===== config.mk =====
export PLATFORM = sky130hd
export DESIGN_NAME = sgb_cmd_queue
export DESIGN_NICKNAME = d
export VERILOG_FILES = /design/src/sgb_pkg.sv /design/src/sgb_cmd_queue.sv
export SDC_FILE = /design/constraint.sdc
export NUM_CORES = 1
export LEC_CHECK = 0
export ABC_AREA = 1
export BUFFER_PORTS_ARGS = -buffer_cell sky130_fd_sc_hd__clkbuf_2
export CORE_ASPECT_RATIO = 0.5
export CORE_MARGIN = 3
export CORE_UTILIZATION = 55
export CTS_CLUSTER_SIZE = 28
export DETAILED_ROUTE_END_ITERATION = 8
export PLACE_DENSITY = 0.76
export SETUP_SLACK_MARGIN = 0.15
export SLEW_MARGIN = 0
export SYNTH_ARGS = -nofsm -noshare
export SYNTH_HDL_FRONTEND = slang
export SYNTH_SLANG_ARGS = --single-unit

===== constraint.sdc =====
create_clock -name clk -period 4.95 [get_ports clk]
set_clock_uncertainty 0.2 [all_clocks]
set_input_delay 0.2475 -clock clk [delete_from_list [all_inputs] [get_ports clk]]
set_output_delay 0.2475 -clock clk [all_outputs]
set_load 0.1 [all_outputs]

===== src/sgb_pkg.sv =====
// Shared constants, types and helper functions of the separable blur core.
// No dependencies.
package sgb_pkg;

  localparam int MAX_RADIUS = 7;
  localparam int MAX_WIDTH  = 1024;
  localparam int MAX_HEIGHT = 1024;
  localparam int WIN_LEN    = 2 * MAX_RADIUS + 1;
  localparam int LINE_COUNT = 2 * MAX_RADIUS;

  localparam int RAD_W   = $clog2(MAX_RADIUS + 1);
  localparam int COL_W   = $clog2(MAX_WIDTH);
  localparam int DIM_W   = $clog2(MAX_WIDTH + 1);
  localparam int HGT_W   = $clog2(MAX_HEIGHT + 1);
  localparam int ROW_W   = $clog2(MAX_HEIGHT + 2 * MAX_RADIUS + 2);
  localparam int ROWS_W  = ROW_W + 1;
  localparam int COLX_W  = DIM_W + 1;
  localparam int SLOT_W  = $clog2(LINE_COUNT);
  localparam int ADDR_W  = SLOT_W + COL_W;
  localparam int TAP_W   = $clog2(WIN_LEN);
  localparam int ACC_W   = 24 + TAP_W;
  localparam int NORM_W  = 17;
  localparam int PROD_W  = ACC_W + NORM_W;
  localparam int CNT_W   = $clog2(MAX_WIDTH * MAX_HEIGHT + MAX_WIDTH * MAX_RADIUS
                                  + MAX_RADIUS + 2);
  localparam int CFG_DIM_W  = 11;
  localparam int CFG_DATA_W = 64;
  localparam int QUEUE_DEPTH = 4;
  localparam int QPTR_W = $clog2(QUEUE_DEPTH);

  typedef enum logic [2:0] {
    REG_BLUR_ENABLE  = 3'd0,
    REG_RADIUS       = 3'd1,
    REG_COEF_LOW     = 3'd2,
    REG_COEF_HIGH    = 3'd3,
    REG_NORM_RECIP   = 3'd4,
    REG_IMAGE_WIDTH  = 3'd5,
    REG_IMAGE_HEIGHT = 3'd6
  } reg_idx_t;

  localparam logic OP_PIXEL = 1'b0;
  localparam logic OP_PAD   = 1'b1;

  typedef struct packed {
    logic              blur;
    logic [RAD_W-1:0]  radius;
    logic [63:0]       coef_lo;
    logic [63:0]       coef_hi;
    logic [NORM_W-1:0] norm;
    logic [DIM_W-1:0]  width;
    logic [HGT_W-1:0]  height;
  } cfg_t;

  typedef struct packed {
    logic              blur;
    logic [23:0]       pix;
    logic [ROW_W-1:0]  y;
    logic [SLOT_W-1:0] ymod;
    logic [COL_W-1:0]  c;
    logic              wr;
    logic              emit;
    logic              last;
    logic [COL_W-1:0]  ox;
  } cmd_t;

  typedef enum logic [3:0] {
    B_IDLE, B_COL_RD, B_COL_ACC, B_COL_MUL, B_COL_CLP,
    B_ROW_ACC, B_ROW_MUL, B_ROW_CLP, B_OUT
  } back_state_t;

  function automatic logic [15:0] tap_coef(input logic [63:0] lo, input logic [63:0] hi,
                                           input logic [RAD_W-1:0] k);
    logic [63:0] sh;
    sh = '0;
    if (int'(k) < 4) begin
      sh = lo >> (16 * int'(k));
    end else if (int'(k) < 8) begin
      sh = hi >> (16 * (int'(k) - 4));
    end
    return sh[15:0];
  endfunction

  function automatic logic [7:0] scale_clamp(input logic [PROD_W-1:0] p);
    logic [PROD_W-32:0] v;
    v = p[PROD_W-1:31];
    return (v > (PROD_W-31)'(255)) ? 8'hFF : v[7:0];
  endfunction

endpackage


===== src/sgb_cmd_queue.sv =====
// Short command queue between the front end and the filter engine.
// Depends on sgb_pkg.
module sgb_cmd_queue import sgb_pkg::*; (
  input  logic clk,
  input  logic rst_n,
  input  logic push,
  input  cmd_t din,
  input  logic pop,
  output cmd_t dout,
  output logic full,
  output logic empty
);

  cmd_t              q_mem [QUEUE_DEPTH];
  logic [QPTR_W-1:0] wr_ptr_r, rd_ptr_r;
  logic [QPTR_W:0]   cnt_r;
  logic              do_push, do_pop;

  assign full    = (cnt_r == (QPTR_W+1)'(QUEUE_DEPTH));
  assign empty   = (cnt_r == '0);
  assign do_push = push && !full;
  assign do_pop  = pop && !empty;
  assign dout    = q_mem[rd_ptr_r];

  always_ff @(posedge clk) begin
    if (do_push) begin
      q_mem[wr_ptr_r] <= din;
    end
  end

  always_ff @(posedge clk) begin
    if (!rst_n) begin
      wr_ptr_r <= '0;
      rd_ptr_r <= '0;
      cnt_r    <= '0;
    end else begin
      if (do_push) begin
        wr_ptr_r <= wr_ptr_r + QPTR_W'(1);
      end
      if (do_pop) begin
        rd_ptr_r <= rd_ptr_r + QPTR_W'(1);
      end
      cnt_r <= cnt_r + (QPTR_W+1)'(do_push) - (QPTR_W+1)'(do_pop);
    end
  end

endmodule


# == Word level (Yosys, flattened, before mapping) ==
# Memories as Yosys holds them, arrays and structs flattened. A register that Yosys moved wholly into a read port is not among the register bits.
# Cells that the tools add are included.
# W data, S select, Z words.
# word_totals
ff_bits,7
n_memories,1
ram_bits,252
word_cells,18
# memory_table
memory,depth,width,read_ports,rd_ports_with_merged_regs,write_ports,line_no,rtl
q_mem,4,63,1,1,1,sgb_cmd_queue.sv:14,cmd_t q_mem [QUEUE_DEPTH];
# op_classes
add_sub_neg,4
n_reduce_logical,5
muxes,4
n_eq_ne,1
# ops
op,count
$add A2 B1 Y2 const B,2
$mux W2,2
$add A3 B1 Y3,1
$eq A3 B3 Y1 const B,1
$logic_not A3 Y1,1
$sub A3 B1 Y3,1
$logic_and A1 B1 Y1,2
$logic_not A1 Y1,2
$mux W1,2

# == Depth between registers and ports, before layout ==
# logic_depth
ltp_word,5
mapped_depth,11
mapped_depth_nobuf,11

# == Worst setup path before layout ==
# No wires, ideal clock.
# synth_timing
path_kind,flip-flop to flip-flop
from,reg cnt_r[1]
to,"mem q_mem[0][0] (netlist name), enable pin"
arrival_ps,3290
synth_period_minus_slack_ps,3974
slack_ps,976
t_required_ps,4266
stages_incl_launch_ff,5
cell_sequence,dfxtp_1 -> nor2_1 -> nand2_1 -> nand2_1 -> nor2_1
# synth_via
elab_chain_len,5
# synth_rtl
element,line_no,rtl
"start, declared",sgb_cmd_queue.sv:16,logic [QPTR_W:0] cnt_r;
"start signal, assigned",sgb_cmd_queue.sv:43,cnt_r <= cnt_r + (QPTR_W+1)'(do_push) - (QPTR_W+1)'(do_pop);
$eq A3 B3 Y1,sgb_cmd_queue.sv:19,assign full = (cnt_r == (QPTR_W+1)'(QUEUE_DEPTH));
$logic_not A1 Y1,sgb_cmd_queue.sv:21,assign do_push = push && !full;
$logic_and A1 B1 Y1,sgb_cmd_queue.sv:21,
$mux W1,sgb_cmd_queue.sv:26,if (do_push) begin
$mux W1 (implied by the code),sgb_cmd_queue.sv:27,q_mem[wr_ptr_r] <= din;
"end, declared",sgb_cmd_queue.sv:14,
# No other way between the ends.

==> results.json <==
{
  "start_util_pct": 57.34,
  "rsz0062_at_grt": "false",
  "grt_pass1_wl_um": 31890,
  "fin_cells": 1116,
  "synth-seq-cells": 261,
  "grt_max_degree": 127,
  "crit_fanout": 75,
  "dieArea_um2": 20260,
  "ys.warnings.count": 0,
  "clockRootBuffer": "clkbuf_16",
  "cts_buffers": 22,
  "status": "finished, final reports clean",
  "yosys.area.top_type_share_pct": 74.40,
  "ys_seq_area_share_pct": 76.17,
  "synth_top_cell_by_area": "edfxtp_1",
  "fin_hold_ws_ps": 291.2,
  "cts_max_level": 1,
  "grt-ovfl-total": 0,
  "synth.distinct_cells": 23,
  "setup_viol": 0,
  "grt_util_all_layers_pct": 20.24,
  "synth_area_leaders": "edfxtp_1 74%, o21ai_0 5.6%, o22ai_2 4.9%",
  "worst-slew-pin-transition_ps": 1064,
  "fillers": 1168,
  "drc_errors": 0,
  "p_leak_nw": 4.406,
  "viasPerCell": 5.463,
  "ctsResizeCount": 0,
  "clkLatencyLatePin_ps": 500,
  "place.gp.congestion": 0.7536,
  "fin_util_pct": 69.71,
  "drt_iter0_markers": 384,
  "numPlacedInstances": 1010,
  "fin_crit_sh_pct": 67.81,
  "synth_nets": 751,
  "grt_pass1_vias": 6170,
  "fin_nets": 940,
  "arrival_ps": 2910,
  "dpl.hpwl_um": 10960,
  "final.setup.tns_ps": 0,
  "ioPinCount": 132,
  "cts_tree": "built",
  "via_count": 6097,
  "critPathKind": "reg -> out",
  "setup_ws_ps": 1593,
  "period_needed_ps": 3357,
  "maxCapViolations": 0,
  "netlist_area_um2": 10170,
  "max_freq_mhz": 297.9,
  "areaGrowthSynthToFinish_pct": 21.58,
  "final_cell_mix": "252 x edfxtp_1, 131 x clkbuf_2, 113 x o21ai_0",
  "slew_viol_final": 0,
  "fin_area_um2": 12370,
  "postCtsSetupRepairBufs": 0,
  "place_area_um2": 10970,
  "postCtsHoldBufs": 66,
  "wl_per_cell_um": 18.22,
  "start_kind": "flip-flop",
  "clk_pin_slew_ps": 60,
  "pre_cts_slack_ps": 2101,
  "p_per_area_nw_per_um2": 617.2,
  "syn_inst": 677,
  "cts_max_path_buffers": 3,
  "syn-mean-instance-area_um2": 15.02,
  "finalHoldViolCount": 0,
  "cp.required_ps": 4500,
  "antenna_cells": 0,
  "core_um2": 17740,
  "die_h_um": 102.2,
  "ant_nets": 0,
  "p_total_mw": 7.632,
  "antenna_found_initial": 0,
  "mostFrequentLayoutCell": "edfxtp_1",
  "port_buffers": 131,
  "drive_gt1_share_pct": 29.37,
  "hold_path.class": "reg -> reg",
  "wl_um": 20330,
  "relSlewSlack_pct": 29.03,
  "crit_path_end_kind": "output pin",
  "clock-sinks": 261,
  "peakVddDrop_mv": 0.4831,
  "row_count": 34,
  "drt-pass1-iter-count": 4,
  "die_w_um": 198.3
}
## routing by layer
| metal | wire length (um) | global-route usage [%] | up-vias |
|---|---|---|---|
| met5 | 0 | 0 | - |
| met4 | 390 | 4.997 | 0 |
| met3 | 889 | 3.162 | 30 |
| met2 | 10370 | 36.20 | 140 |
| met1 | 8683 | 26.62 | 3025 |
| li1 | - | - | 2902 |
## layout make-up
| class | instances | area, um2 | share of cell area [%] |
|---|---|---|---|
| Inverter | 19 | 81.33 | 0.6577 |
| Clock buffer | 32 | 619.3 | 5.009 |
| Clock inverter | 8 | 115.1 | 0.9309 |
| Multi-Input combinational cell | 357 | 2116 | 17.11 |
| Tap cell | 234 | 292.8 | 2.368 |
| Timing Repair Buffer | 205 | 1389 | 11.23 |
| Sequential cell | 261 | 7752 | 62.69 |
## final timing paths
check	startpoint	end	slack, ps	cells after the start
max reg2reg	cnt_r[1]	q_mem[2][7]	2240	5
max	flip-flop	dout[15]	1590	4
min reg2reg	rd_ptr_r[0]	rd_ptr_r[0]	290	2
min	rd_ptr_r[0]	rd_ptr_r[0]	290	2
## sequential cells by signal, summed over array words and instances, names as in the netlist, named ones only
| register | cells |
|---|---|
| cnt_r | 3 |
| q_mem | 252 |
| rd_ptr_r | 2 |
| wr_ptr_r | 2 |
## power by group
part	internal [mW]	switching (mW)	leakage [nW]
registers	2.69	0.105	2.38
logic	0.495	2.58	1.66
clock network	1.03	0.733	0.362
## cell families after synthesis
| family | after synthesis | share of synthesized area [%] |
|---|---|---|
| DFF | 261 | 76.17 |
| AOI/OAI and AO/OA | 194 | 12.78 |
| buffers and inverters | 59 | 3.322 |
| adders and majority gates | 7 | 0.9349 |
| and+or+nand+nor | 156 | 6.790 |
## worst max-delay path, stage by stage (launching register included)
cell and delay [ps]:
dfxtp_4 690, buf_4 670, o21ai_0 210, o22ai_1 250, clkbuf_2 500
## cells in the mapped netlist
cell and instances:
edfxtp_1 252, o21ai_0 113, nor2_1 98, nor2_2 40, o22ai_2 40, o22ai_1 23
inv_1 17, buf_2 14, nand2_1 14, o21ai_1 13, clkbuf_1 11, dfxtp_1 9
clkbuf_2 7, ha_1 6, a21oi_1 5, buf_8 4, nand3_1 4, buf_6 2
buf_12 1, buf_4 1, clkinv_4 1, fa_1 1, inv_6 1
Power figures use the tool's default switching activity.
