**config.mk**
```make
export PLATFORM = sky130hd
export DESIGN_NAME = sgb_front
export DESIGN_NICKNAME = d
export VERILOG_FILES = /design/src/sgb_pkg.sv /design/src/sgb_front.sv
export SDC_FILE = /design/constraint.sdc
export NUM_CORES = 1
export LEC_CHECK = 0
export BUFFER_PORTS_ARGS = -buffer_cell sky130_fd_sc_hd__buf_2
export CAP_MARGIN = 15
export CORE_AREA = 2 2 146 162
export DETAILED_ROUTE_END_ITERATION = 8
export DIE_AREA = 0 0 148 164
export HOLD_SLACK_MARGIN = 0.03
export PLACE_DENSITY = 0.83
export SKIP_LAST_GASP = 1
export SYNTH_ARGS = -nofsm -noshare
export SYNTH_HDL_FRONTEND = slang
export SYNTH_SLANG_ARGS = --single-unit
```
**constraint.sdc**
```tcl
create_clock -name clk -period 10.8 [get_ports clk]
set_input_delay 1.08 -clock clk [delete_from_list [all_inputs] [get_ports clk]]
set_output_delay 1.08 -clock clk [all_outputs]
set_load 0.01 [all_outputs]
```
**src/sgb_pkg.sv**
```systemverilog
// Shared constants, types and helper functions of the separable blur core.
// No dependencies.
package sgb_pkg;

  localparam int MAX_RADIUS = 7;
  localparam int MAX_WIDTH  = 1024;
  localparam int MAX_HEIGHT = 1024;
  localparam int WIN_LEN    = 2 * MAX_RADIUS + 1;
  localparam int LINE_COUNT = 2 * MAX_RADIUS;

  localparam int RAD_W   = $clog2(MAX_RADIUS + 1);
  localparam int COL_W   = $clog2(MAX_WIDTH);
  localparam int DIM_W   = $clog2(MAX_WIDTH + 1);
  localparam int HGT_W   = $clog2(MAX_HEIGHT + 1);
  localparam int ROW_W   = $clog2(MAX_HEIGHT + 2 * MAX_RADIUS + 2);
  localparam int ROWS_W  = ROW_W + 1;
  localparam int COLX_W  = DIM_W + 1;
  localparam int SLOT_W  = $clog2(LINE_COUNT);
  localparam int ADDR_W  = SLOT_W + COL_W;
  localparam int TAP_W   = $clog2(WIN_LEN);
  localparam int ACC_W   = 24 + TAP_W;
  localparam int NORM_W  = 17;
  localparam int PROD_W  = ACC_W + NORM_W;
  localparam int CNT_W   = $clog2(MAX_WIDTH * MAX_HEIGHT + MAX_WIDTH * MAX_RADIUS
                                  + MAX_RADIUS + 2);
  localparam int CFG_DIM_W  = 11;
  localparam int CFG_DATA_W = 64;
  localparam int QUEUE_DEPTH = 4;
  localparam int QPTR_W = $clog2(QUEUE_DEPTH);

  typedef enum logic [2:0] {
    REG_BLUR_ENABLE  = 3'd0,
    REG_RADIUS       = 3'd1,
    REG_COEF_LOW     = 3'd2,
    REG_COEF_HIGH    = 3'd3,
    REG_NORM_RECIP   = 3'd4,
    REG_IMAGE_WIDTH  = 3'd5,
    REG_IMAGE_HEIGHT = 3'd6
  } reg_idx_t;

  localparam logic OP_PIXEL = 1'b0;
  localparam logic OP_PAD   = 1'b1;

  typedef struct packed {
    logic              blur;
    logic [RAD_W-1:0]  radius;
    logic [63:0]       coef_lo;
    logic [63:0]       coef_hi;
    logic [NORM_W-1:0] norm;
    logic [DIM_W-1:0]  width;
    logic [HGT_W-1:0]  height;
  } cfg_t;

  typedef struct packed {
    logic              blur;
    logic [23:0]       pix;
    logic [ROW_W-1:0]  y;
    logic [SLOT_W-1:0] ymod;
    logic [COL_W-1:0]  c;
    logic              wr;
    logic              emit;
    logic              last;
    logic [COL_W-1:0]  ox;
  } cmd_t;

  typedef enum logic [3:0] {
    B_IDLE, B_COL_RD, B_COL_ACC, B_COL_MUL, B_COL_CLP,
    B_ROW_ACC, B_ROW_MUL, B_ROW_CLP, B_OUT
  } back_state_t;

  function automatic logic [15:0] tap_coef(input logic [63:0] lo, input logic [63:0] hi,
                                           input logic [RAD_W-1:0] k);
    logic [63:0] sh;
    sh = '0;
    if (int'(k) < 4) begin
      sh = lo >> (16 * int'(k));
    end else if (int'(k) < 8) begin
      sh = hi >> (16 * (int'(k) - 4));
    end
    return sh[15:0];
  endfunction

  function automatic logic [7:0] scale_clamp(input logic [PROD_W-1:0] p);
    logic [PROD_W-32:0] v;
    v = p[PROD_W-1:31];
    return (v > (PROD_W-31)'(255)) ? 8'hFF : v[7:0];
  endfunction

endpackage

```
**src/sgb_front.sv**
```systemverilog
// Front end: raster counters, classification of incoming items, command issue.
// Depends on sgb_pkg.
module sgb_front import sgb_pkg::*; (
  input  logic        clk,
  input  logic        rst_n,
  input  cfg_t        cfg,
  input  logic        in_push,
  input  logic        in_op,
  input  logic [23:0] in_pix,
  input  logic        q_full,
  output logic        in_full,
  output logic        cmd_push,
  output cmd_t        cmd
);

  logic [COL_W-1:0]  col_r, col_nxt, ox_r, ox_nxt;
  logic [ROW_W-1:0]  row_r, row_nxt;
  logic [SLOT_W-1:0] ymod_r, ymod_nxt;
  logic [CNT_W-1:0]  pos_r, pos_nxt, n_r, n_nxt;

  logic [CNT_W-1:0]  total, thresh;
  logic [ROW_W-1:0]  h_row;
  logic              accept, base_clr, end_row, emit, is_pad;
  logic [COL_W-1:0]  c0;
  logic [ROW_W-1:0]  y0;
  logic [SLOT_W-1:0] ym0;
  logic [CNT_W-1:0]  p0;
  logic [DIM_W-1:0]  c_inc, ox_inc;
  logic [ROW_W:0]    y_inc;

  assign in_full = q_full;
  assign accept  = in_push && !q_full;
  assign is_pad  = (in_op == OP_PAD);
  assign total   = CNT_W'(cfg.width) * CNT_W'(cfg.height);
  assign thresh  = CNT_W'(cfg.radius) * CNT_W'(cfg.width) + CNT_W'(cfg.radius);
  assign h_row   = ROW_W'(cfg.height);

  always_comb begin
    col_nxt  = col_r;
    row_nxt  = row_r;
    ymod_nxt = ymod_r;
    pos_nxt  = pos_r;
    n_nxt    = n_r;
    ox_nxt   = ox_r;
    cmd_push = 1'b0;
    cmd      = '0;
    base_clr = !cfg.blur && (row_r >= h_row);
    c0       = base_clr ? '0 : col_r;
    y0       = base_clr ? '0 : row_r;
    ym0      = base_clr ? '0 : ymod_r;
    p0       = base_clr ? '0 : pos_r;
    c_inc    = DIM_W'(c0) + DIM_W'(1);
    y_inc    = {1'b0, y0} + (ROW_W+1)'(1);
    end_row  = (c_inc >= cfg.width);
    emit     = (pos_r >= thresh);
    ox_inc   = DIM_W'(ox_r) + DIM_W'(1);
    cmd.pix  = in_pix;
    cmd.y    = y0;
    cmd.ymod = ym0;
    cmd.c    = c0;
    cmd.ox   = ox_r;
    if (accept) begin
      if (!cfg.blur) begin
        col_nxt  = c0;
        row_nxt  = y0;
        ymod_nxt = ym0;
        pos_nxt  = p0;
        if (base_clr) begin
          n_nxt  = '0;
          ox_nxt = '0;
        end
        if (!is_pad) begin
          cmd_push = 1'b1;
          cmd.blur = 1'b0;
          cmd.wr   = 1'b1;
          cmd.emit = 1'b1;
          cmd.last = (y_inc >= (ROW_W+1)'(cfg.height)) && end_row;
          if (end_row) begin
            col_nxt  = '0;
            row_nxt  = y_inc[ROW_W-1:0];
            ymod_nxt = (int'(ym0) == LINE_COUNT - 1) ? '0 : ym0 + SLOT_W'(1);
          end else begin
            col_nxt  = c_inc[COL_W-1:0];
          end
          pos_nxt = p0 + CNT_W'(1);
          n_nxt   = p0 + CNT_W'(1);
          ox_nxt  = end_row ? '0 : c_inc[COL_W-1:0];
          if (cmd.last) begin
            col_nxt  = '0;
            row_nxt  = '0;
            ymod_nxt = '0;
            pos_nxt  = '0;
            n_nxt    = '0;
            ox_nxt   = '0;
          end
        end
      end else if (!((row_r < h_row) && is_pad)) begin
        cmd_push = 1'b1;
        cmd.blur = 1'b1;
        cmd.wr   = (row_r < h_row);
        cmd.emit = emit;
        cmd.last = emit && ((n_r + CNT_W'(1)) == total);
        if (end_row) begin
          col_nxt  = '0;
          row_nxt  = y_inc[ROW_W-1:0];
          ymod_nxt = (int'(ym0) == LINE_COUNT - 1) ? '0 : ym0 + SLOT_W'(1);
        end else begin
          col_nxt  = c_inc[COL_W-1:0];
        end
        pos_nxt = pos_r + CNT_W'(1);
        if (emit) begin
          n_nxt  = n_r + CNT_W'(1);
          ox_nxt = (ox_inc >= cfg.width) ? '0 : ox_inc[COL_W-1:0];
        end
        if (n_nxt >= total) begin
          col_nxt  = '0;
          row_nxt  = '0;
          ymod_nxt = '0;
          pos_nxt  = '0;
          n_nxt    = '0;
          ox_nxt   = '0;
        end
      end
    end
  end

  always_ff @(posedge clk) begin
    if (!rst_n) begin
      col_r  <= '0;
      row_r  <= '0;
      ymod_r <= '0;
      pos_r  <= '0;
      n_r    <= '0;
      ox_r   <= '0;
    end else begin
      col_r  <= col_nxt;
      row_r  <= row_nxt;
      ymod_r <= ymod_nxt;
      pos_r  <= pos_nxt;
      n_r    <= n_nxt;
      ox_r   <= ox_nxt;
    end
  end

endmodule

```
# == Word-level counts from Yosys, hierarchy flattened ==
# Cells that the tools add are included.
# classes
n_reduce_logical,11
n_eq_ne,6
muxes,56
addsub,8
multipliers,2
order_cmp,7
# op_table
cell,n
two-way mux 21 bit,15
two-way mux 10 bit,14
two-way mux 11 bit,8
adder 21 x 1 -> 21 bit (second input constant),3
two-way mux 4 bit,9
>= comparator 11 bit,3
adder 10 x 1 -> 11 bit (second input constant),2
== test 21 bit,1
>= comparator 21 x 15 -> 1 bit,1
>= comparator 21 bit,1
multiplier 11 x 11 -> 21 bit,1
adder 14 x 3 -> 15 bit,1
multiplier 3 x 11 -> 14 bit,1
adder 11 x 1 -> 12 bit (second input constant),1
>= comparator 12 x 11 -> 1 bit,1
two-way mux 3 bit,4
< comparator 11 bit,1
two-way mux 1 bit,6
inequality test 3 x 1 -> 1 bit (second input constant),2
AND reduction 3 bit,2
logical AND 1 bit,5
adder 4 x 1 -> 4 bit (second input constant),1
== test 4 x 3 -> 1 bit (second input constant),1
AND reduction 4 bit,1
other kinds (4),5
# word_totals
word_cells,96
regBits,77
out_inout_bits,65
inputBits,200

# == Depth between registers and ports, before layout ==
# Gate-level depths: netlist of the first run.
# depth
word_depth,11
depth_mapped,35
depth_no_buf,32

# == Worst setup path after synthesis of the first run ==
# No wires, ideal clock.
# synth_path
kind,in2reg
start,input port cfg[169] in the netlist's numbering
end,register row_r[6]
slack_ps,2657
setup_time_ps,117
path_buffers,3
arrival_time_ps,8026
required_ps,10683
cell_stages,33
path_cell_list,clkbuf_1 -> nand2_1 -> fa_1 -> inv_1 -> fa_1 -> ha_1 -> a21o_1 -> a21oi_1 -> o21bai_1 -> a21oi_1 -> nor2b_1 -> o2111ai_1 -> nand3_1 -> o21a_1 -> or2_2 -> ha_1 -> a21oi_1 -> o21a_1 -> a2111oi_0 -> o21ai_0 -> and2_1 -> buf_2 -> nor4_1 -> xor2_1 -> ha_1 -> nand4_1 -> nor4_1 -> a31oi_1 -> a31oi_1 -> o21ai_0 -> and3_1 -> clkbuf_1 -> a22o_1
# synth_between
elab_chain_cells,11
word_cells_on_any_way,13
classes_between,1 x add/sub; 1 x mul; 2 x order compare; 1 x eq/ne; 7 x mux; 1 x reduce/logical
# synth_lines
item,line,text
"start, declared",sgb_front.sv:6,"input cfg_t cfg,"
multiplier 3 x 11 -> 14 bit,sgb_front.sv:35,assign thresh = CNT_W'(cfg.radius) * CNT_W'(cfg.width) + CNT_W'(cfg.radius);
adder 14 x 3 -> 15 bit (*),sgb_front.sv:35,
>= comparator 21 x 15 -> 1 bit (*),sgb_front.sv:55,emit = (pos_r >= thresh);
two-way mux 21 bit (*),sgb_front.sv:111,if (emit) begin
two-way mux 21 bit (*),sgb_front.sv:97,end else if (!((row_r < h_row) && is_pad)) begin
two-way mux 21 bit (*),sgb_front.sv:63,if (!cfg.blur) begin
two-way mux 21 bit (*),sgb_front.sv:62,if (accept) begin
>= comparator 21 bit (*),sgb_front.sv:115,if (n_nxt >= total) begin
two-way mux 11 bit,sgb_front.sv:115,
two-way mux 11 bit,sgb_front.sv:97,
two-way mux 11 bit,sgb_front.sv:63,
"end signal, assigned",sgb_front.sv:137,row_r <= row_nxt;
"end, declared",sgb_front.sv:17,"logic [ROW_W-1:0] row_r, row_nxt;"
# Mark *: on every way between the ends. The rest lies on a longest branch, timed or not. The select of a mux whose other input is x is not followed.
# A chain may end at the register's enable or synchronous reset.

# == Final worst setup path of the first run ==
# layout_path
start,input port cfg[169] in the netlist's numbering
end,register ox_r[6]
# layout_between
elab_chain_cells,11
word_cells_on_any_way,13
classes_between,1 x add/sub; 1 x mul; 2 x order compare; 1 x eq/ne; 7 x mux; 1 x reduce/logical
# layout_lines
item,line,text
multiplier 3 x 11 -> 14 bit,sgb_front.sv:35,
adder 14 x 3 -> 15 bit (*),sgb_front.sv:35,
>= comparator 21 x 15 -> 1 bit (*),sgb_front.sv:55,
two-way mux 21 bit,sgb_front.sv:111,
two-way mux 21 bit,sgb_front.sv:97,
two-way mux 21 bit,sgb_front.sv:63,
two-way mux 21 bit,sgb_front.sv:62,
>= comparator 21 bit,sgb_front.sv:115,
two-way mux 10 bit,sgb_front.sv:115,
two-way mux 10 bit,sgb_front.sv:97,
two-way mux 10 bit,sgb_front.sv:63,
"end signal, assigned",sgb_front.sv:141,ox_r <= ox_nxt;
"end, declared",sgb_front.sv:16,"logic [COL_W-1:0] col_r, col_nxt, ox_r, ox_nxt;"
# Marks and branches as above.

==> results of run 1 <==
## cell usage after synthesis (6+ instances only)
| cell type | instances | share of area (%) |
|---|---|---|
| a211oi_1 | 16 | 0.93 |
| ha_1 | 170 | 16 |
| inv_1 | 147 | 4.2 |
| a22o_1 | 18 | 1.2 |
| xnor2_1 | 84 | 5.7 |
| nor3_1 | 22 | 0.85 |
| dfxtp_1 | 77 | 12 |
| a21oi_1 | 92 | 3.5 |
| nand4_1 | 24 | 1.2 |
| o21ai_0 | 68 | 2.6 |
| o32ai_1 | 13 | 0.88 |
| nand2_1 | 171 | 4.9 |
| o211ai_1 | 8 | 0.46 |
| clkbuf_1 | 52 | 1.5 |
| nor4_1 | 6 | 0.29 |
| o21a_1 | 11 | 0.64 |
| nor2b_1 | 10 | 0.48 |
| o22ai_1 | 8 | 0.39 |
| a22oi_1 | 13 | 0.75 |
| buf_4 | 29 | 1.7 |
| buf_2 | 16 | 0.62 |
| o21bai_1 | 7 | 0.40 |
| xor2_1 | 39 | 2.6 |
| and3_1 | 12 | 0.58 |
| a221oi_1 | 13 | 0.88 |
| nand2b_1 | 16 | 0.77 |
| nor2_1 | 142 | 4.1 |
| a21o_1 | 23 | 1.3 |
| nand3_1 | 41 | 1.6 |
| a31oi_1 | 14 | 0.67 |
| fa_1 | 90 | 14 |
| and2_1 | 64 | 3.1 |
| and4_1 | 6 | 0.40 |
## state kept, by name, indices dropped and copies added, names as in the netlist
register  cells
col_r        10
n_r          21
ox_r         10
pos_r        21
row_r        11
ymod_r        4
## power groups by stage
stage | clock network [mW] | registers (mW) | logic [mW]
floorplan | 0 | 0.307 | 1.50
finish | 0.326 | 0.305 | 1.99
global route | 0.338 | 0.306 | 2.19
global placement | 0 | 0.311 | 1.89
detailed placement | 0 | 0.311 | 1.95
CTS | 0.326 | 0.305 | 1.96
## area by class of cell
cell class | count | area (um2) | share of cell area, %
Clock buffer | 9 | 225 | 1.67
Clock inverter | 6 | 86.3 | 0.640
Inverter | 151 | 567 | 4.20
Multi-Input combinational cell | 1302 | 10300 | 76.2
Sequential cell | 77 | 1540 | 11.4
Tap cell | 300 | 375 | 2.78
Timing Repair Buffer | 78 | 408 | 3.03
## kinds of logic (layout without fill, tap and decap cells)
family                   Yosys count  in the layout  share of synthesized area (%)
buffers and inverters            260            244                           9.07
AO/OA/AOI/OAI                    358            358                           18.4
flip-flops                        77             77                           11.9
AND/OR/NAND/NOR                  553            553                           21.0
XOR/XNOR                         128            128                           9.20
adder cells (fa/ha/maj)          260            260                           30.3
multiplexers                       3              3                          0.231
## layer usage
layer,routed length [um],track usage (%),part of all wire [%],vias to the layer above
li1,-,-,-,5599
met1,14700,37.4,40,5785
met2,17100,50.1,47,586
met3,2860,4.58,7.8,136
met4,1920,15.4,5.2,0
met5,0,0,0,-
## worst min path at each step
| stage | end | slack (ps) |
|---|---|---|
| 2_1_floorplan | ymod_r[0]$_SDFFE_PN0P_ | 450 |
| 3_3_place_gp | pos_r[13]$_SDFFE_PN0P_ | 490 |
| 3_5_place_dp | ymod_r[0]$_SDFFE_PN0P_ | 500 |
| 4_1_cts | ymod_r[0]$_SDFFE_PN0P_ | 510 |
| 5_1_grt | pos_r[13]$_SDFFE_PN0P_ | 540 |
| 6_report | ymod_r[0]$_SDFFE_PN0P_ | 520 |
## placed cells by master, fill, tap and decap left out, types with 16 or more instances in the layout
cell type and instances:
a211oi_1 16, buf_2 71, nor2_1 142, a22o_1 18, nand3_1 41, o21ai_0 68, xor2_1 39, ha_1 170
nand4_1 24, nand2_1 171, dfxtp_1 77, inv_1 147, fa_1 90, a21oi_1 92, nand2b_1 16, nor3_1 22
xnor2_1 84, and2_1 64, a21o_1 23
## metrics by stage
stage | instance area [um2] | utilization [%]
after CTS | 13500 | 59.5
after global placement | 13200 | 58.2
final | 13500 | 59.5
after global routing | 13500 | 59.5
after detailed placement | 13200 | 58.2
after floorplan | 13000 | -
==> metrics.md, run 1 <==
| Metric | Value |
|---|---|
| CTS tree | `built` |
| Clock group share of total power | `12.4%` |
| Final worst-path cycle share | `89.7%` |
| Static Leak | `6.44 nW` |
| Post-detail-place hpwl | `28700 um` |
| Final Hold Fails | `0` |
| Vias in the first global route | `11576` |
| P_sw | `1.27 mW` |
| CP max stage cell | `nor2_1` |
| Synthesized area per cell | `7.92 um2` |
| CP Launch Point | `cfg[169]` |
| Worst Setup EP | `ox_r[6]$_SDFFE_PN0P_` |
| Main synth FF type | `dfxtp_1` |
| H-tree lvl count | `3` |
| Antenna viol nets, final | `0` |
| Fin cells | `1923` |
| F_max | `103 MHz` |
| Mapped Cells | `1639` |
| Via count | `12106` |
| Post-synthesis cell area | `0.0130 mm2` |
| Worst rel slew slack | `24.5%` |
| CP top delay family | `compound AO/OA/AOI/OAI gates` |
| Crit-path max cell delay | `930 ps` |
| Initial antenna violation count | `0` |
| Worst-Skew Late Latency | `340 ps` |
| Mapped Nets | `2099` |
| FF-to-FF Start | `row_r[6]$_SDFFE_PN0P_` |
| PD cells | `194 mW/mm2` |
| ANT cells | `0` |
| First-pass iteration count of the detailed router | `6` |
| Core region area | `0.0226 mm2` |
| Synth warn | `0` |
| CP Data Arrival Time | `9930 ps` |
| Worst Path Buf+Inv | `2` |
| Sink Count | `77` |
| DRC violations left | `0` |
| Ports | `265` |
| Final wirelength | `36700 um` |
| Critical Setup Path Class | `primary input to flip-flop` |
| Worst-case reg-to-reg path depth | `22` |
| Peak VDD IR | `0.208 mV` |
| Routability Congestion | `0.953` |
| Register area share after synthesis | `11.9%` |
| Worst Tran Pin Value | `1130 ps` |
| Worst hold start | `ymod_r[0]$_SDFFE_PN0P_` |
| Clk_skew | `7.21 ps` |
| Startpoint types | `primary input` |
| Gate power share | `75.9%` |
| Vias/cell | `6.30` |
| Post-Route Setup TNS | `0 ps` |
| Die Area | `0.0243 mm2` |
| Sw Share | `48.7%` |
| Hold path depth | `1` |
| Die H | `164 um` |
| Largest net degree at the start of global routing | `42` |
| Crit. path cell count | `33` |
| IO Port Bufs | `71` |
| Placed cells | `1908` |
| Final Critical Period | `9690 ps` |
| GRT Util Overall | `29.9%` |
| CP Max Fanout | `31` |
| Worst Slack Setup Final | `1110 ps` |
| FILL cells | `1979` |
| Final net count | `2079` |
| Initial core utilization | `57.3%` |
| Clk pin slew, worst setup/hold paths | `60 ps` |
| EDFF count, synth | `0` |
| # rows | `58` |
| Pwr Total | `2.62 mW` |
| Post-CTS sizing | `0` |
| Post-CTS Setup Repair Bufs | `0` |
| CTS buffer count | `9` |
| #FFs+latches synth | `77` |
| Final setup vio count | `0` |
| RSZ-0062 raised after global routing | `false` |
| Worst path required time | `11050 ps` |
| Outcome | `completed` |
| Cell internal pwr | `1.34 mW` |
| Worst R2R Setup Slack | `4210 ps` |
| Hold Slack | `520 ps` |
| Crit end category | `flip-flop` |
| Share of cells above drive strength 1 | `7.52%` |
| Max Buffers Root-to-Sink | `2` |
| Synth cell types | `93` |
| Chip width | `148 um` |
| Drt wl/cell | `19.1 um` |
| Synthesis-to-finish area growth | `3.84%` |
| DR iter-0 viols | `1129` |
| DP Worst Slack | `1100 ps` |
| Capturing point of the worst reg2reg path | `n_r[12]$_SDFFE_PN0P_` |
| Root Driver | `clkbuf_16` |
| GRT overflow | `0` |
| Hold Buf Count CTS | `0` |
| Min-delay worst type | `flip-flop to flip-flop` |
| Flop pwr share | `11.7%` |
| First-pass GRT wire length | `58700 um` |
| Post-synth ARST share | `0%` |
| Fin. max-slew vios | `0` |
| Maxcap violations | `0` |
No activity file was read; power rests on OpenSTA's default activity.
==> inputs of run 2 (changes only) <==
Settings changed: ABC_AREA set to 1, CELL_PAD_IN_SITES_DETAIL_PLACEMENT set to 0, CELL_PAD_IN_SITES_GLOBAL_PLACEMENT set to 1, CORE_AREA 2 2 146 162 to 2 2 182 202, DIE_AREA 0 0 148 164 to 0 0 184 204, PLACE_DENSITY 0.83 to unset, PLACE_DENSITY_LB_ADDON set to 0.1.
==> run 2 against run 1 <==
  * Worst hold slack gained 24 ps
  * Critical path depth is the same
  * Clock power shrank 2%
  * Design area grew 12%
  * Count of clock-buffer cells in the layout is the same
  * Via count grew 16%
  * Power grew 5.5%
  * First-iteration DRC count shrank 35%
  * Critical path type unchanged
  * Critical endpoint is now n_r[8]$_SDFFE_PN0P_
==> metrics.md, run 2 <==
| Metric | Value |
|---|---|
| Outcome | `completed (unchanged)` |
| Final wirelength | `46700 um (was 36700 um)` |
| GRT overflow | `0 (unchanged)` |
| Post-synth ARST share | `0% (unchanged)` |
| Top cell type's share of synthesized area | `15.8% (was 16.4%)` |
| DRC violations left | `0 (unchanged)` |
| Initial core utilization | `40.3% (was 57.3%)` |
| Post-synthesis cell area | `0.0144 mm2 (was 0.0130 mm2)` |
| Fin. max-slew vios | `0 (unchanged)` |
| Worst path required time | `11120 ps (was 11050 ps)` |
| Sink Count | `77 (unchanged)` |
| H-tree lvl count | `3 (unchanged)` |
| Min-delay worst type | `flip-flop to flip-flop (unchanged)` |
| Post-CTS sizing | `0 (unchanged)` |
| Final worst-path cycle share | `81.2% (was 89.7%)` |
| Vias in the first global route | `13792 (was 11576)` |
| F_max | `114 MHz (was 103 MHz)` |
| Via count | `14043 (was 12106)` |
| Clk_skew | `9.78 ps (was 7.21 ps)` |
| #FFs+latches synth | `77 (unchanged)` |
| CP max stage cell | `fa_1 (was nor2_1)` |
| Post-synth top area cell | `nand2_1 (was ha_1)` |
| Die Area | `0.0375 mm2 (was 0.0243 mm2)` |
| Synthesis-to-finish area growth | `5.14% (was 3.84%)` |
| Drt wl/cell | `17.3 um (was 19.1 um)` |
| Core region area | `0.0356 mm2 (was 0.0226 mm2)` |
| Synth cell types | `56 (was 93)` |
| Worst Tran Pin Value | `1070 ps (was 1130 ps)` |
| First-pass iteration count of the detailed router | `5 (was 6)` |
| Synthesized area per cell | `6.38 um2 (was 7.92 um2)` |
| PD cells | `183 mW/mm2 (was 194 mW/mm2)` |
| Critical path's most frequent cell | `nand2_1` |
| CP Launch Point | `cfg[11] (was cfg[169])` |
| Share of cells above drive strength 1 | `7.43% (was 7.52%)` |
| Area contributors post-synth | `nand2_1 16%, ha_1 15%, fa_1 13% (was ha_1 16%, fa_1 14%, dfxtp_1 12%)` |
| Peak VDD IR | `0.114 mV (was 0.208 mV)` |
| Chip width | `184 um (was 148 um)` |
| ANT cells | `0 (unchanged)` |
| Maxcap violations | `0 (unchanged)` |
| CTS buffer count | `9 (unchanged)` |
| Critical Setup Path Class | `primary input to flip-flop (unchanged)` |
| Pwr Total | `2.76 mW (was 2.62 mW)` |
| Placed cells | `2683 (was 1908)` |
| Worst R2R Setup Slack | `4330 ps (was 4210 ps)` |
| Worst hold start | `n_r[1]$_SDFFE_PN0P_ (was ymod_r[0]$_SDFFE_PN0P_)` |
| Vias/cell | `5.20 (was 6.30)` |
| Most common cell after layout, fill and taps aside | `nand2_1 (unchanged)` |
| Synth cell count leaders | `603 x nand2_1, 423 x inv_1, 170 x ha_1 (was 171 x nand2_1, 170 x ha_1, 147 x inv_1)` |
| Final setup vio count | `0 (unchanged)` |
| DP Area | `0.0148 mm2 (was 0.0132 mm2)` |
| FILL cells | `3901 (was 1979)` |
| CTS tree | `built (unchanged)` |
| Clk pin slew, worst setup/hold paths | `80 ps (was 60 ps)` |
| Post-Route Setup TNS | `0 ps (unchanged)` |
| Main synth FF type | `dfxtp_1 (unchanged)` |
| Fin cells | `2699 (was 1923)` |
| GRT Util Overall | `25.6% (was 29.9%)` |
| Ports | `265 (unchanged)` |
| RSZ-0062 raised after global routing | `false (unchanged)` |
| Post-CTS Setup Repair Bufs | `0 (unchanged)` |
| Multi-input gate area | `0.0107 mm2 (was 0.0103 mm2)` |
| Regs by FF count | `n_r x21, pos_r x21, row_r x11 (unchanged)` |
| Most numerous cell in the Yosys netlist | `nand2_1 (unchanged)` |
| Root Driver | `clkbuf_16 (unchanged)` |
| Post-detail-place hpwl | `36600 um (was 28700 um)` |
| Hold Slack | `544 ps (was 520 ps)` |
| EDFF count, synth | `0 (unchanged)` |
| Final net count | `2704 (was 2079)` |
| Register area share after synthesis | `10.7% (was 11.9%)` |
| First-pass GRT wire length | `74300 um (was 58700 um)` |
| DP Worst Slack | `1640 ps (was 1100 ps)` |
| Final Critical Period | `8770 ps (was 9690 ps)` |
| Most frequent cells in the layout | `603 x nand2_1, 423 x inv_1, 170 x ha_1 (was 171 x nand2_1, 170 x ha_1, 147 x inv_1)` |
| Worst rel slew slack | `28.1% (was 24.5%)` |
| Worst-Skew Late Latency | `370 ps (was 340 ps)` |
| Startpoint types | `primary input (unchanged)` |
| Synth warn | `0 (unchanged)` |
| DR iter-0 viols | `738 (was 1129)` |
| IO Port Bufs | `71 (unchanged)` |
| Worst Slack Setup Final | `2030 ps (was 1110 ps)` |
| Routability Congestion | `0.902 (was 0.953)` |
| Antenna viol nets, final | `0 (unchanged)` |
| Final core utilization | `42.4% (was 59.5%)` |
| Crit end category | `flip-flop (unchanged)` |
| Max Buffers Root-to-Sink | `2 (unchanged)` |
| Final Hold Fails | `0 (unchanged)` |
| Initial antenna violation count | `1 (was 0)` |
| Crit-path max cell delay | `560 ps (was 930 ps)` |
| Static Leak | `8.34 nW (was 6.44 nW)` |
| # rows | `73 (was 58)` |
| Seq. cell area | `0.00154 mm2 (unchanged)` |
| Mapped Cells | `2251 (was 1639)` |
| CP Max Fanout | `45 (was 31)` |
| Largest net degree at the start of global routing | `46 (was 42)` |
| Mapped Nets | `2711 (was 2099)` |
| Hold Buf Count CTS | `0 (unchanged)` |
| Die H | `204 um (was 164 um)` |
| FF-to-FF Start | `row_r[5]$_SDFFE_PN0P_ (was row_r[6]$_SDFFE_PN0P_)` |
| Design Area, Final | `0.0151 mm2 (was 0.0135 mm2)` |
| CP Data Arrival Time | `9100 ps (was 9930 ps)` |
[run 2: area by class of cell]
cell class | instances | area share [%]
inverter | 438 | 10.9
clock buffer | 9 | 1.49
sequential | 77 | 10.2
multi-input combinational | 1642 | 70.6
tap | 450 | 3.73
timing repair buffer | 76 | 2.60
clock inverter | 7 | 0.423
[run 2: logic make-up (layout without fill, tap and decap cells)]
group	count (synthesis)	after routing	share of synthesized area, %
compound gates	316	316	12.0
xor+xnor	61	61	3.82
fa+ha+maj	260	260	27.4
buf+inv	532	530	15.0
flops	77	77	10.7
simple gates	1005	1005	31.0
[run 2: path summary, 6_finish.rpt]
path,endpoint,depth (start not counted)
worst max-delay path,n_r[8]$_SDFFE_PN0P_,33
worst min-delay path,n_r[1]$_SDFFE_PN0P_,2
worst max register to register,pos_r[0]$_SDFFE_PN0P_,27
worst min register to register,n_r[1]$_SDFFE_PN0P_,2
[run 2: routing by layer]
layer / up-vias / global-route usage (%) / part of all wire (%)
met5: - / 0 / 0.026
met4: 2 / 8.69 / 2.8
met3: 67 / 2.85 / 3.7
met2: 305 / 46.3 / 49
met1: 6584 / 31.3 / 44
li1: 7085 / - / -
[run 2: worst max-delay path: cells and delay by family]
| kind | cells | cell delay, ps |
|---|---|---|
| AND/OR/NAND/NOR | 12 | 2200 |
| adder cells (fa/ha/maj) | 5 | 2190 |
| AO/OA/AOI/OAI | 10 | 1890 |
| buffers and inverters | 5 | 1500 |
| XOR/XNOR | 1 | 160 |
[run 2: power by group]
| part | switching [mW] | internal, mW | total [mW] | leakage, nW |
|---|---|---|---|---|
| registers | 0.0306 | 0.306 | 0.336 | 0.630 |
| logic | 1.39 | 0.713 | 2.10 | 7.58 |
| clock network | 0.159 | 0.161 | 0.321 | 0.136 |
